### src/grpp_pkg.sv
// ----------------------------------------------------------------------------
// grpp_pkg
// Shared constants, types and helpers for the glyph row pixel packer.
// ----------------------------------------------------------------------------
`default_nettype none

package grpp_pkg;

   localparam int GLYPH_WIDTH   = 8;
   localparam int UNDERLINE_ROW = 15;
   localparam int STRIKE_ROW    = 8;
   localparam int MAX_WORDS     = 33;
   localparam int QUEUE_DEPTH   = 2;
   localparam int MAX_HSCALE    = 4;

   // Replicated row: every glyph pixel repeated up to MAX_HSCALE times.
   localparam int REP_W      = GLYPH_WIDTH * MAX_HSCALE;
   // Slot stream: replicated row plus room for a leading pixel offset.
   localparam int STREAM_W   = REP_W + 32;
   localparam int NPIX_W     = $clog2(REP_W + 1);
   localparam int WORD_CNT_W = $clog2(MAX_WORDS + 1);

   // Text attribute bit positions
   localparam int BOLD_BIT        = 0;
   localparam int INVERSE_BIT     = 1;
   localparam int UNDERLINE_BIT   = 2;
   localparam int STRIKE_BIT      = 3;
   localparam int TRANSPARENT_BIT = 4;
   localparam int HSCALE_LSB      = 5;

   typedef enum logic [2:0] {
      CSR_PIXEL_SIZE_LOG2 = 3'd0,
      CSR_FOREGROUND      = 3'd1,
      CSR_BACKGROUND      = 3'd2,
      CSR_LINE_PITCH      = 3'd3,
      CSR_FRAME_BASE      = 3'd4,
      CSR_TEXT_ATTR       = 3'd5
   } csr_index_type;

   typedef struct packed {
      logic [2:0]  pixel_size_log2;
      logic [31:0] foreground_color;
      logic [31:0] background_color;
      logic [15:0] line_pitch;
      logic [31:0] frame_base;
      logic [6:0]  text_attributes;
   } cfg_type;

   // One classified glyph row, ready to be packed into words.
   typedef struct packed {
      logic [REP_W-1:0]      rep;
      logic [NPIX_W-1:0]     npix;
      logic [4:0]            off_pix;
      logic [WORD_CNT_W-1:0] word_count;
      logic [31:0]           base;
   } desc_type;

   // Saturate the pixel size code to 32 bpp.
   function automatic logic [2:0] sat_lg(input logic [2:0] code);
      sat_lg = (code > 3'd5) ? 3'd5 : code;
   endfunction

endpackage

`default_nettype wire

### src/glyph_row_pixel_packer.sv
// ----------------------------------------------------------------------------
// glyph_row_pixel_packer
// Turns one bitmap font glyph row into masked 32-bit framebuffer word writes.
// ----------------------------------------------------------------------------
// A row transaction (font bits, row number, pixel x, line y) is shaped by the
// text attributes (bold, underline, strike, inverse), each pixel repeated
// 1 to 4 times and packed from the most significant end of each word at
// 1 to 32 bits per pixel. Every touched word comes out as one transaction
// with its byte address, data and a bit mask; last_word marks the final
// word of the row. The front side classifies a row combinationally and parks
// it in a short descriptor queue, so req_full only rises when the queue is
// full. The back side loads a descriptor and then emits one word per cycle
// while its result is taken, so a row is a load step and nwords words, where
// nwords = ceil((x_pixel*bpp mod 32 + 8*hscale*bpp) / 32). With hscale 1
// that is 1 or 2 words at 1 to 4 bpp and 8 words at 32 bpp; the widest
// row is 32 words at 32 bpp with hscale 4. A stalled result
// holds the emitter. The word emitter sets the sustained rate. Write
// configuration registers only while idle.
// ----------------------------------------------------------------------------
`default_nettype none

module glyph_row_pixel_packer #(
   parameter int QUEUE_DEPTH = grpp_pkg::QUEUE_DEPTH
) (
   input  logic        clock,
   input  logic        reset,
   // configuration write port
   input  logic        csr_write,
   input  logic [2:0]  csr_index,
   input  logic [31:0] csr_wdata,
   // row transactions in
   input  logic        req_push,
   output logic        req_full,
   input  logic [7:0]  req_glyph_bits,
   input  logic [3:0]  req_glyph_row,
   input  logic [11:0] req_x_pixel,
   input  logic [11:0] req_y_line,
   // word transactions out
   output logic        rsp_empty,
   input  logic        rsp_pop,
   output logic [31:0] rsp_word_address,
   output logic [31:0] rsp_word_data,
   output logic [31:0] rsp_bit_mask,
   output logic        rsp_last_word
);
   import grpp_pkg::*;

   cfg_type  cfg_ff, cfg_in;
   desc_type front_desc;
   desc_type q_desc;
   logic     q_full, q_empty, q_pop;

   // Configuration registers: decode the index, drop writes beyond the list.
   always_comb begin
      cfg_in = cfg_ff;
      if (csr_write) begin
         unique case (csr_index)
            CSR_PIXEL_SIZE_LOG2: cfg_in.pixel_size_log2  = csr_wdata[2:0];
            CSR_FOREGROUND:      cfg_in.foreground_color = csr_wdata;
            CSR_BACKGROUND:      cfg_in.background_color = csr_wdata;
            CSR_LINE_PITCH:      cfg_in.line_pitch       = csr_wdata[15:0];
            CSR_FRAME_BASE:      cfg_in.frame_base       = csr_wdata;
            CSR_TEXT_ATTR:       cfg_in.text_attributes  = csr_wdata[6:0];
            default:             cfg_in = cfg_ff;
         endcase
      end
   end

   always_ff @(posedge clock) begin
      if (reset) begin
         cfg_ff <= '0;
      end else begin
         cfg_ff <= cfg_in;
      end
   end

   // Front: classify the row and compute its word span.
   grpp_front u_front (
      .cfg        (cfg_ff),
      .glyph_bits (req_glyph_bits),
      .glyph_row  (req_glyph_row),
      .x_pixel    (req_x_pixel),
      .y_line     (req_y_line),
      .desc       (front_desc)
   );

   // Hold classified rows until the back side is free.
   grpp_queue #(
      .DEPTH (QUEUE_DEPTH)
   ) u_queue (
      .clock     (clock),
      .reset     (reset),
      .push      (req_push),
      .push_desc (front_desc),
      .full      (q_full),
      .pop       (q_pop),
      .pop_desc  (q_desc),
      .empty     (q_empty)
   );

   assign req_full = q_full;

   // Back: advance one word per cycle into the output register unless it stalls.
   grpp_back u_back (
      .clock            (clock),
      .reset            (reset),
      .cfg              (cfg_ff),
      .q_empty          (q_empty),
      .q_desc           (q_desc),
      .q_pop            (q_pop),
      .rsp_pop          (rsp_pop),
      .rsp_empty        (rsp_empty),
      .rsp_word_address (rsp_word_address),
      .rsp_word_data    (rsp_word_data),
      .rsp_bit_mask     (rsp_bit_mask),
      .rsp_last_word    (rsp_last_word)
   );

endmodule

`default_nettype wire

### src/grpp_front.sv
// ----------------------------------------------------------------------------
// grpp_front
// Shapes the glyph row by its attributes, replicates pixels horizontally and
// works out the start address, pixel offset and word count of the row.
// ----------------------------------------------------------------------------
`default_nettype none

module grpp_front (
   input  grpp_pkg::cfg_type  cfg,
   input  logic [7:0]         glyph_bits,
   input  logic [3:0]         glyph_row,
   input  logic [11:0]        x_pixel,
   input  logic [11:0]        y_line,
   output grpp_pkg::desc_type desc
);
   import grpp_pkg::*;

   localparam int TOTAL_W = $clog2(31 + REP_W * 32 + 31 + 1);
   localparam int NW_W    = TOTAL_W - 5;

   logic [2:0]             lg;
   logic [1:0]             hm1;
   logic                   fill_row;
   logic [GLYPH_WIDTH-1:0] fd;
   logic [REP_W-1:0]       rep;
   logic [NPIX_W-1:0]      npix;
   logic [16:0]            xbits;
   logic [4:0]             off_pix;
   logic [4:0]             off_bits;
   logic [TOTAL_W-1:0]     total;
   logic [NW_W-1:0]        nwords_raw;
   logic [27:0]            line_offset;

   assign lg  = sat_lg(cfg.pixel_size_log2);
   assign hm1 = cfg.text_attributes[HSCALE_LSB +: 2];

   assign fill_row =
      (cfg.text_attributes[UNDERLINE_BIT] && ({1'b0, glyph_row} == 5'(UNDERLINE_ROW))) ||
      (cfg.text_attributes[STRIKE_BIT] && ({1'b0, glyph_row} == 5'(STRIKE_ROW)));

   always_comb begin
      if (fill_row) begin
         fd = '1;
      end else begin
         fd = GLYPH_WIDTH'(glyph_bits);
         if (cfg.text_attributes[BOLD_BIT]) begin
            fd = fd | (fd >> 1);
         end
      end
      if (cfg.text_attributes[INVERSE_BIT]) begin
         fd = ~fd;
      end
   end

   // Horizontal replication: slot i shows glyph column i / hscale.
   for (genvar i = 0; i < REP_W; i++) begin : g_rep
      localparam int C1 = i;
      localparam int C2 = i / 2;
      localparam int C3 = i / 3;
      localparam int C4 = i / 4;
      localparam bit IN1 = C1 < GLYPH_WIDTH;
      localparam bit IN2 = C2 < GLYPH_WIDTH;
      localparam bit IN3 = C3 < GLYPH_WIDTH;
      localparam bit IN4 = C4 < GLYPH_WIDTH;
      localparam int I1 = IN1 ? GLYPH_WIDTH - 1 - C1 : 0;
      localparam int I2 = IN2 ? GLYPH_WIDTH - 1 - C2 : 0;
      localparam int I3 = IN3 ? GLYPH_WIDTH - 1 - C3 : 0;
      localparam int I4 = IN4 ? GLYPH_WIDTH - 1 - C4 : 0;
      always_comb begin
         case (hm1)
            2'd0:    rep[REP_W-1-i] = IN1 ? fd[I1] : 1'b0;
            2'd1:    rep[REP_W-1-i] = IN2 ? fd[I2] : 1'b0;
            2'd2:    rep[REP_W-1-i] = IN3 ? fd[I3] : 1'b0;
            default: rep[REP_W-1-i] = IN4 ? fd[I4] : 1'b0;
         endcase
      end
   end

   always_comb begin
      case (hm1)
         2'd0:    npix = NPIX_W'(GLYPH_WIDTH);
         2'd1:    npix = NPIX_W'(GLYPH_WIDTH * 2);
         2'd2:    npix = NPIX_W'(GLYPH_WIDTH * 3);
         default: npix = NPIX_W'(GLYPH_WIDTH * 4);
      endcase
   end

   assign xbits    = {5'b0, x_pixel} << lg;
   assign off_pix  = x_pixel[4:0] & (5'd31 >> lg);
   assign off_bits = xbits[4:0];
   assign total    = TOTAL_W'(off_bits) + (TOTAL_W'(npix) << lg) + TOTAL_W'(31);
   assign nwords_raw = total[TOTAL_W-1:5];

   assign line_offset = 28'(cfg.line_pitch) * 28'(y_line);

   always_comb begin
      desc.rep     = rep;
      desc.npix    = npix;
      desc.off_pix = off_pix;
      desc.base    = cfg.frame_base + 32'(line_offset) + {18'b0, xbits[16:5], 2'b00};
      if (nwords_raw > NW_W'(MAX_WORDS)) begin
         desc.word_count = WORD_CNT_W'(MAX_WORDS);
      end else begin
         desc.word_count = WORD_CNT_W'(nwords_raw);
      end
   end

endmodule

`default_nettype wire

### src/grpp_queue.sv
// ----------------------------------------------------------------------------
// grpp_queue
// Short first-in first-out queue of row descriptors between front and back.
// ----------------------------------------------------------------------------
`default_nettype none

module grpp_queue #(
   parameter int DEPTH = grpp_pkg::QUEUE_DEPTH
) (
   input  logic               clock,
   input  logic               reset,
   input  logic               push,
   input  grpp_pkg::desc_type push_desc,
   output logic               full,
   input  logic               pop,
   output grpp_pkg::desc_type pop_desc,
   output logic               empty
);
   import grpp_pkg::*;

   localparam int PTR_W = (DEPTH > 1) ? $clog2(DEPTH) : 1;
   localparam int CNT_W = $clog2(DEPTH + 1);

   desc_type             entry_ff [DEPTH];
   logic [PTR_W-1:0]     wr_ptr_ff, wr_ptr_in;
   logic [PTR_W-1:0]     rd_ptr_ff, rd_ptr_in;
   logic [CNT_W-1:0]     count_ff, count_in;
   logic                 do_push, do_pop;

   assign full     = (count_ff == CNT_W'(DEPTH));
   assign empty    = (count_ff == '0);
   assign do_push  = push && !full;
   assign do_pop   = pop && !empty;
   assign pop_desc = entry_ff[rd_ptr_ff];

   always_comb begin
      wr_ptr_in = wr_ptr_ff;
      rd_ptr_in = rd_ptr_ff;
      count_in  = count_ff;
      if (do_push) begin
         wr_ptr_in = (wr_ptr_ff == PTR_W'(DEPTH - 1)) ? '0 : wr_ptr_ff + 1'b1;
      end
      if (do_pop) begin
         rd_ptr_in = (rd_ptr_ff == PTR_W'(DEPTH - 1)) ? '0 : rd_ptr_ff + 1'b1;
      end
      if (do_push && !do_pop) begin
         count_in = count_ff + 1'b1;
      end else if (do_pop && !do_push) begin
         count_in = count_ff - 1'b1;
      end
   end

   always_ff @(posedge clock) begin
      if (reset) begin
         wr_ptr_ff <= '0;
         rd_ptr_ff <= '0;
         count_ff  <= '0;
      end else begin
         wr_ptr_ff <= wr_ptr_in;
         rd_ptr_ff <= rd_ptr_in;
         count_ff  <= count_in;
      end
   end

   always_ff @(posedge clock) begin
      if (do_push) begin
         entry_ff[wr_ptr_ff] <= push_desc;
      end
   end

endmodule

`default_nettype wire

### src/grpp_back.sv
// ----------------------------------------------------------------------------
// grpp_back
// Walks a row descriptor: takes one word of pixel slots from the slot stream
// per cycle unless the output stalls, and expands it into data and mask bits.
// ----------------------------------------------------------------------------
`default_nettype none

module grpp_back (
   input  logic               clock,
   input  logic               reset,
   input  grpp_pkg::cfg_type  cfg,
   input  logic               q_empty,
   input  grpp_pkg::desc_type q_desc,
   output logic               q_pop,
   input  logic               rsp_pop,
   output logic               rsp_empty,
   output logic [31:0]        rsp_word_address,
   output logic [31:0]        rsp_word_data,
   output logic [31:0]        rsp_bit_mask,
   output logic               rsp_last_word
);
   import grpp_pkg::*;

   logic                  active_ff, active_in;
   logic                  out_valid_ff, out_valid_in;
   logic [WORD_CNT_W-1:0] left_ff, left_in;
   logic [31:0]           addr_ff, addr_in;
   logic [STREAM_W-1:0]   set_ff, set_in;
   logic [STREAM_W-1:0]   val_ff, val_in;
   logic [31:0]           data_ff, mask_ff, oaddr_ff;
   logic                  last_ff;

   logic [2:0]            lg;
   logic                  transparent;
   logic                  emit;
   logic [5:0]            shift_amt;
   logic [REP_W-1:0]      valid_row;
   logic [31:0]           lane_set, lane_val;
   logic [31:0]           word_data, word_mask;

   assign lg          = sat_lg(cfg.pixel_size_log2);
   assign transparent = cfg.text_attributes[TRANSPARENT_BIT];
   assign q_pop       = !active_ff && !q_empty;
   assign emit        = active_ff && (!out_valid_ff || rsp_pop);
   assign shift_amt   = 6'd32 >> lg;

   always_comb begin
      for (int i = 0; i < REP_W; i++) begin
         valid_row[REP_W-1-i] = NPIX_W'(i) < q_desc.npix;
      end
   end

   // Slot s of the current word sits at the top of the stream.
   for (genvar s = 0; s < 32; s++) begin : g_lane
      assign lane_set[s] = set_ff[STREAM_W-1-s];
      assign lane_val[s] = val_ff[STREAM_W-1-s];
   end

   // Bit j counts from the word's most significant end.
   for (genvar j = 0; j < 32; j++) begin : g_bit
      localparam int SLOT [6] = '{j, j >> 1, j >> 2, j >> 3, j >> 4, j >> 5};
      localparam int CB   [6] = '{0, 1 - (j & 1), 3 - (j & 3), 7 - (j & 7),
                                  15 - (j & 15), 31 - (j & 31)};
      logic pset, pval, fg_bit, bg_bit;
      always_comb begin
         pset   = 1'b0;
         pval   = 1'b0;
         fg_bit = 1'b0;
         bg_bit = 1'b0;
         for (int l = 0; l < 6; l++) begin
            if (lg == 3'(l)) begin
               pset   = lane_set[SLOT[l]];
               pval   = lane_val[SLOT[l]];
               fg_bit = cfg.foreground_color[CB[l]];
               bg_bit = cfg.background_color[CB[l]];
            end
         end
         word_mask[31-j] = pval && (pset || !transparent);
         word_data[31-j] = word_mask[31-j] && (pset ? fg_bit : bg_bit);
      end
   end

   always_comb begin
      active_in    = active_ff;
      out_valid_in = out_valid_ff;
      left_in      = left_ff;
      addr_in      = addr_ff;
      set_in       = set_ff;
      val_in       = val_ff;
      if (out_valid_ff && rsp_pop) begin
         out_valid_in = 1'b0;
      end
      if (q_pop) begin
         active_in = 1'b1;
         left_in   = q_desc.word_count;
         addr_in   = q_desc.base;
         set_in    = {q_desc.rep, 32'b0} >> q_desc.off_pix;
         val_in    = {valid_row, 32'b0} >> q_desc.off_pix;
      end else if (emit) begin
         out_valid_in = 1'b1;
         left_in      = left_ff - 1'b1;
         addr_in      = addr_ff + 32'd4;
         set_in       = set_ff << shift_amt;
         val_in       = val_ff << shift_amt;
         if (left_ff == WORD_CNT_W'(1)) begin
            active_in = 1'b0;
         end
      end
   end

   always_ff @(posedge clock) begin
      if (reset) begin
         active_ff    <= 1'b0;
         out_valid_ff <= 1'b0;
      end else begin
         active_ff    <= active_in;
         out_valid_ff <= out_valid_in;
      end
   end

   always_ff @(posedge clock) begin
      left_ff <= left_in;
      addr_ff <= addr_in;
      set_ff  <= set_in;
      val_ff  <= val_in;
      if (emit) begin
         oaddr_ff <= addr_ff;
         data_ff  <= word_data;
         mask_ff  <= word_mask;
         last_ff  <= (left_ff == WORD_CNT_W'(1));
      end
   end

   assign rsp_empty        = !out_valid_ff;
   assign rsp_word_address = oaddr_ff;
   assign rsp_word_data    = data_ff;
   assign rsp_bit_mask     = mask_ff;
   assign rsp_last_word    = last_ff;

endmodule

`default_nettype wire

### config.mk
export PLATFORM = sky130hd
export DESIGN_NAME = glyph_row_pixel_packer
export DESIGN_NICKNAME = d
export VERILOG_FILES = /design/src/grpp_pkg.sv /design/src/glyph_row_pixel_packer.sv /design/src/grpp_front.sv /design/src/grpp_queue.sv /design/src/grpp_back.sv
export SDC_FILE = /design/constraint.sdc
export NUM_CORES = 2
export LEC_CHECK = 0
export ABC_AREA = 1
export BUFFER_PORTS_ARGS = -buffer_cell sky130_fd_sc_hd__buf_2
export CORE_UTILIZATION = 55
export CTS_CLUSTER_DIAMETER = 60
export DETAILED_ROUTE_END_ITERATION = 7
export PLACE_DENSITY_LB_ADDON = 0.12
export SYNTH_ARGS = -nofsm -noshare
export SYNTH_HDL_FRONTEND = slang
export SYNTH_SLANG_ARGS = --single-unit
### constraint.sdc
create_clock -name clock -period 6.8 [get_ports clock]
set_clock_uncertainty 0.15 [all_clocks]
set_input_delay 0.34 -clock clock [delete_from_list [all_inputs] [get_ports clock]]
set_output_delay 0.34 -clock clock [all_outputs]
set_load 0.01 [all_outputs]
==> results.md <==
Critical path:
- STA classifies the critical path endpoint as a register.
- By startpoint and endpoint, the worst setup path is classified as reg2reg.
- The combined buffer and inverter count along the critical path is 4.
- The largest single stage delay on the critical path is 0.65 ns.
- The family of cells with the greatest summed delay on the critical path is adder cells.
- The data required time of the critical path is 7.05 ns.
- The signal on the critical path passes through nand2_1 -> fa_1 -> fa_1 -> fa_1 -> inv_1 -> fa_1 -> fa_1 -> inv_1 -> fa_1 -> inv_1 -> ha_1 -> a21oi_1 -> o21ai_0 -> a21oi_1 -> inv_1 -> nand2_1 -> nand2_1 -> nand2_1 -> nand2_1 -> nand2_1 -> nand2_1.
- Of all nets on the critical path, the largest fanout is 13.
- The type of element launching the critical path is a register.
- The largest individual stage delay along the critical path comes from the cell dfxtp_1.
- Data arrives at the worst endpoint at 6.30 ns.
- The worst register-to-register path has a setup slack of 0.76 ns.
- The most common cell type on the critical path is nand2_1.

Synthesis:
- After synthesis, the share of cell area in mux cells is 0.02427%.
- The main combinational cell family by area after synthesis is simple AND/OR/NAND/NOR gates.
- Synthesis instantiated 57 different standard cells from the library.
- The simple-gate share of the synthesized area is 33.63%.
- In this run the mean area of a mapped cell was 7.190 µm².
- The number of instances in the synthesized netlist is 5736.
- The synthesized design contains 524 register bits.
- The most used flip-flop cell after synthesis is edfxtp_1.
- Summing the areas of all compound-gate instances in the mapped netlist gives 9.038% of the synthesized area.
- The proportion of register bits with asynchronous set or reset after synthesis is 0%.
- The cell area after technology mapping is 41240 µm².
- The xor/xnor share of the synthesized area is 1.041%.
- The area share of the leading cell type in the synthesized netlist is 28.76%.
- Summing the areas of all fa, ha and maj instances in the mapped netlist gives 11.80% of the synthesized area.
- Summing the sequential cell areas from Yosys gives 35.02% of the chip area.
- The synthesized design contains 395 enable-type register cells.
- In the post-synthesis netlist, the biggest area contributors are edfxtp_1 29%, nand2_1 18%, nand3_1 8.8%.
- Summed over all instances, the cell type with the most area after synthesis is edfxtp_1.
- The Yosys step of the flow raised 0 warnings.

Routing:
- The first-iteration detailed-routing DRC count is 5890.
- The residual DRC count is 1.
- The vias after detailed routing is 41430.
- The sum of routed wire length over all layers is 156300 µm.
- The routed length per placed instance is 23.04 µm.
- The via-per-instance ratio is 6.108.
- The number of optimization iterations in the first detailed-route pass is 8.
- The count of nets left with antenna violations once routing finished came out at 0.

GRT:
- The pin count of the biggest net entering global routing is 96.
- The number of antenna violations at the first check in global routing came to 2.
- The total overflow left after global routing is 0.
- The number of global-route vias before repair is 38240.
- The first global-routing pass estimated 232400 µm of wire.
- The aggregate global-route resource usage is 40.54%.

Place:
- At the end of routability-driven placement, the weighted congestion stood at 1.029.
- During placement, the flow inserted port buffers numbering 174.
- The HPWL after detailed placement is 115600 µm.

Pwr:
- Total power for the finished layout comes to 0.01709 W.
- Across the VDD grid, the largest voltage drop is 0.2977 mV.
- Power spread over the standard cell area amounts to 380.4 nW/µm².
- Summed over all cells, the static leakage comes to 21.19 nW.

Min path:
- The worst min-delay path class is in2reg.

Floorplan:
- The number of placed I/O pins is 175.
- The initial cell density of the core is 55.49%.
- In this run the standard cell core region covers 74320 µm².
- The vertical die dimension is 275.8 µm.
- The overall die width is 275.8 µm.
- The number of core rows is 100.
- The floorplan die area is 76080 µm².

Timing:
- The setup total negative slack is 0 ns.
- The hold violation count in the final report was 0.
- The share of the clock period used by the worst path after layout is 88.88%.
- The worst relative slew slack is 10.59%.
- The final-report max-slew violation count is 0.
- The final period demand of the worst path is 6.044 ns.
- The final number of setup-violating endpoints is 0.
- The slew at the pin closest to its max-slew limit is 1.340 ns.
- Setup repair after global routing left no endpoint under its margin.
- Based on the critical path, the design can be clocked at up to 0.1655 GHz.

Finish:
- The most common cell after layout, fill and taps aside is nand2_1.
- The layout cell share with drive strength beyond 1 is 7.018%.
- The total number of nets in the final design is 6125.
- After filler insertion, the fill cell instance count of the layout stands at 6983.
- In the layout the commonest cells are 1959 x nand2_1, 729 x nand3_1, 651 x inv_1, 395 x edfxtp_1, 304 x nor2_1.
- The layout overhead on the synthesized area is 8.928%.
- 0 antenna diodes ended up in the layout.

Clock tree:
- The H-tree was split into 2 levels.
- In this run, post-CTS repair resized a total of 0 instances.
- The clock latency at the later pin of the worst-skew pair is 0.67 ns.
- The number of sinks on the clock net is 524.
- In this run the clock root is driven by a clkbuf_16.
- The clock passes through at most 3 buffers.
- The total clock buffers created by CTS is 60.
- Clock-pin slew was measured on the worst setup and hold paths at 0.06 ns.
- TritonCTS built the clock tree.

Flow run:
- The total of max-cap violations is 0.

Status:
- The final reports fail on design-rule violations.
- The flow ran to the end, but the final reports show violations.
## per-stage QoR
step / worst slack [ns] / area [µm²] / std cells / hold slack (ns) / utilization [%]
global placement: 0.7251 / 42550 / 6630 / 0.2725 / 57.25
finish: 0.7561 / 44920 / 6783 / 0.02521 / 60.45
CTS: 0.7707 / 44920 / 6783 / 0.003175 / 60.45
floorplan: 1.095 / 41250 / 5737 / 0.2503 / -
global route: 0.4443 / 44920 / 6783 / 0.03108 / 60.45
detailed placement: 0.7468 / 42550 / 6630 / 0.2559 / 57.25
## logic make-up (layout without fill, tap and decap cells)
group                    after synthesis  in the layout
AND/OR/NAND/NOR                     3262           3262
buffers and inverters                983           1060
flip-flops                           524            524
AO/OA/AOI/OAI                        634            634
other                                  1              2
adder cells (fa/ha/maj)              282            282
XOR/XNOR                              49             49
multiplexers                           1              1
## flip-flops by register name, summed over array words and instances, names as in the netlist, 2 cells and up, named ones only
name / count
u_queue.entry_ff: 132
cfg_ff: 122
u_back.set_ff: 64
u_back.val_ff: 64
u_back.addr_ff: 32
u_back.rsp_bit_mask: 32
u_back.rsp_word_address: 32
u_back.rsp_word_data: 32
u_back.left_ff: 6
u_queue.count_ff: 2
## synth_stat cells (all sizes together) (2+ instances only)
cell type and number:
nand2 1970, nand3 730, inv 667, edfxtp 395, nor2 322, o21ai 213, a21oi 191, fa 178
nand4 160, clkbuf 159, buf 153, dfxtp 129, ha 104, o22ai 59, a211oi 40, o211ai 38
xor2 33, or2 32, o2111ai 24, nand3b 18, nor3 18, a31oi 16, o221ai 16, xnor2 16
o21bai 10, o21a 8, and2 6, nor4 5, a21boi 4, clkinv 4, a21o 3, o31ai 3
a221oi 2, a22o 2, a22oi 2, o32ai 2
## layer usage
layer  GRT usage (%)  share of wire, %
met4           18.59               5.4
met5               0            0.0058
met2           63.52                45
met3           9.021                11
met1           53.53                39
## worst paths after layout
| check | start | end | depth (start not counted) |
|---|---|---|---|
| worst max-delay path | cfg_ff[46]$_SDFFE_PP0P_ | u_queue.entry_ff[0][19]$_DFFE_PP_ | 21 |
| worst min-delay path | csr_index[0] | cfg_ff[40]$_SDFFE_PP0P_ | 3 |
| worst max register to register | cfg_ff[46]$_SDFFE_PP0P_ | u_queue.entry_ff[0][19]$_DFFE_PP_ | 21 |
| worst min register to register | u_back.addr_ff[0]$_DFFE_PP_ | u_back.rsp_word_address[0]$_DFFE_PP_ | 0 |
## worst register-to-register path: cells and delay by family (launching register included)
kind	cells	cell delay [ns]
AO/OA/AOI/OAI	3	0.65
adder cells (fa/ha/maj)	7	3.45
AND/OR/NAND/NOR	7	0.63
buffers and inverters	4	0.27
flip-flops	1	0.65
## cell type report
type / instances / area [µm²] / area share, %
Multi-Input combinational cell: 4230 / 23000 / 51.20
Tap cell: 969 / 1212 / 2.699
Timing Repair Buffer: 280 / 1804 / 4.016
Sequential cell: 524 / 14450 / 32.16
Clock inverter: 28 / 292.8 / 0.6517
Inverter: 671 / 2526 / 5.623
Clock buffer: 81 / 1642 / 3.654
## power by group
group / total [W] / switching [W] / leakage (nW) / internal (W)
sequential: 0.00565 / 0.000688 / 4.89 / 0.00496
combinational: 0.00823 / 0.00604 / 15.4 / 0.00219
clock: 0.00322 / 0.00143 / 0.927 / 0.00179
## what timing repair did
item                                    in CTS  in global routing
hold buffers                                44                  0
endpoints found under the setup margin       0                  0
setup buffers                                0                  0
hold endpoints to repair                   126                  0
(Power assumes the default switching activity.)
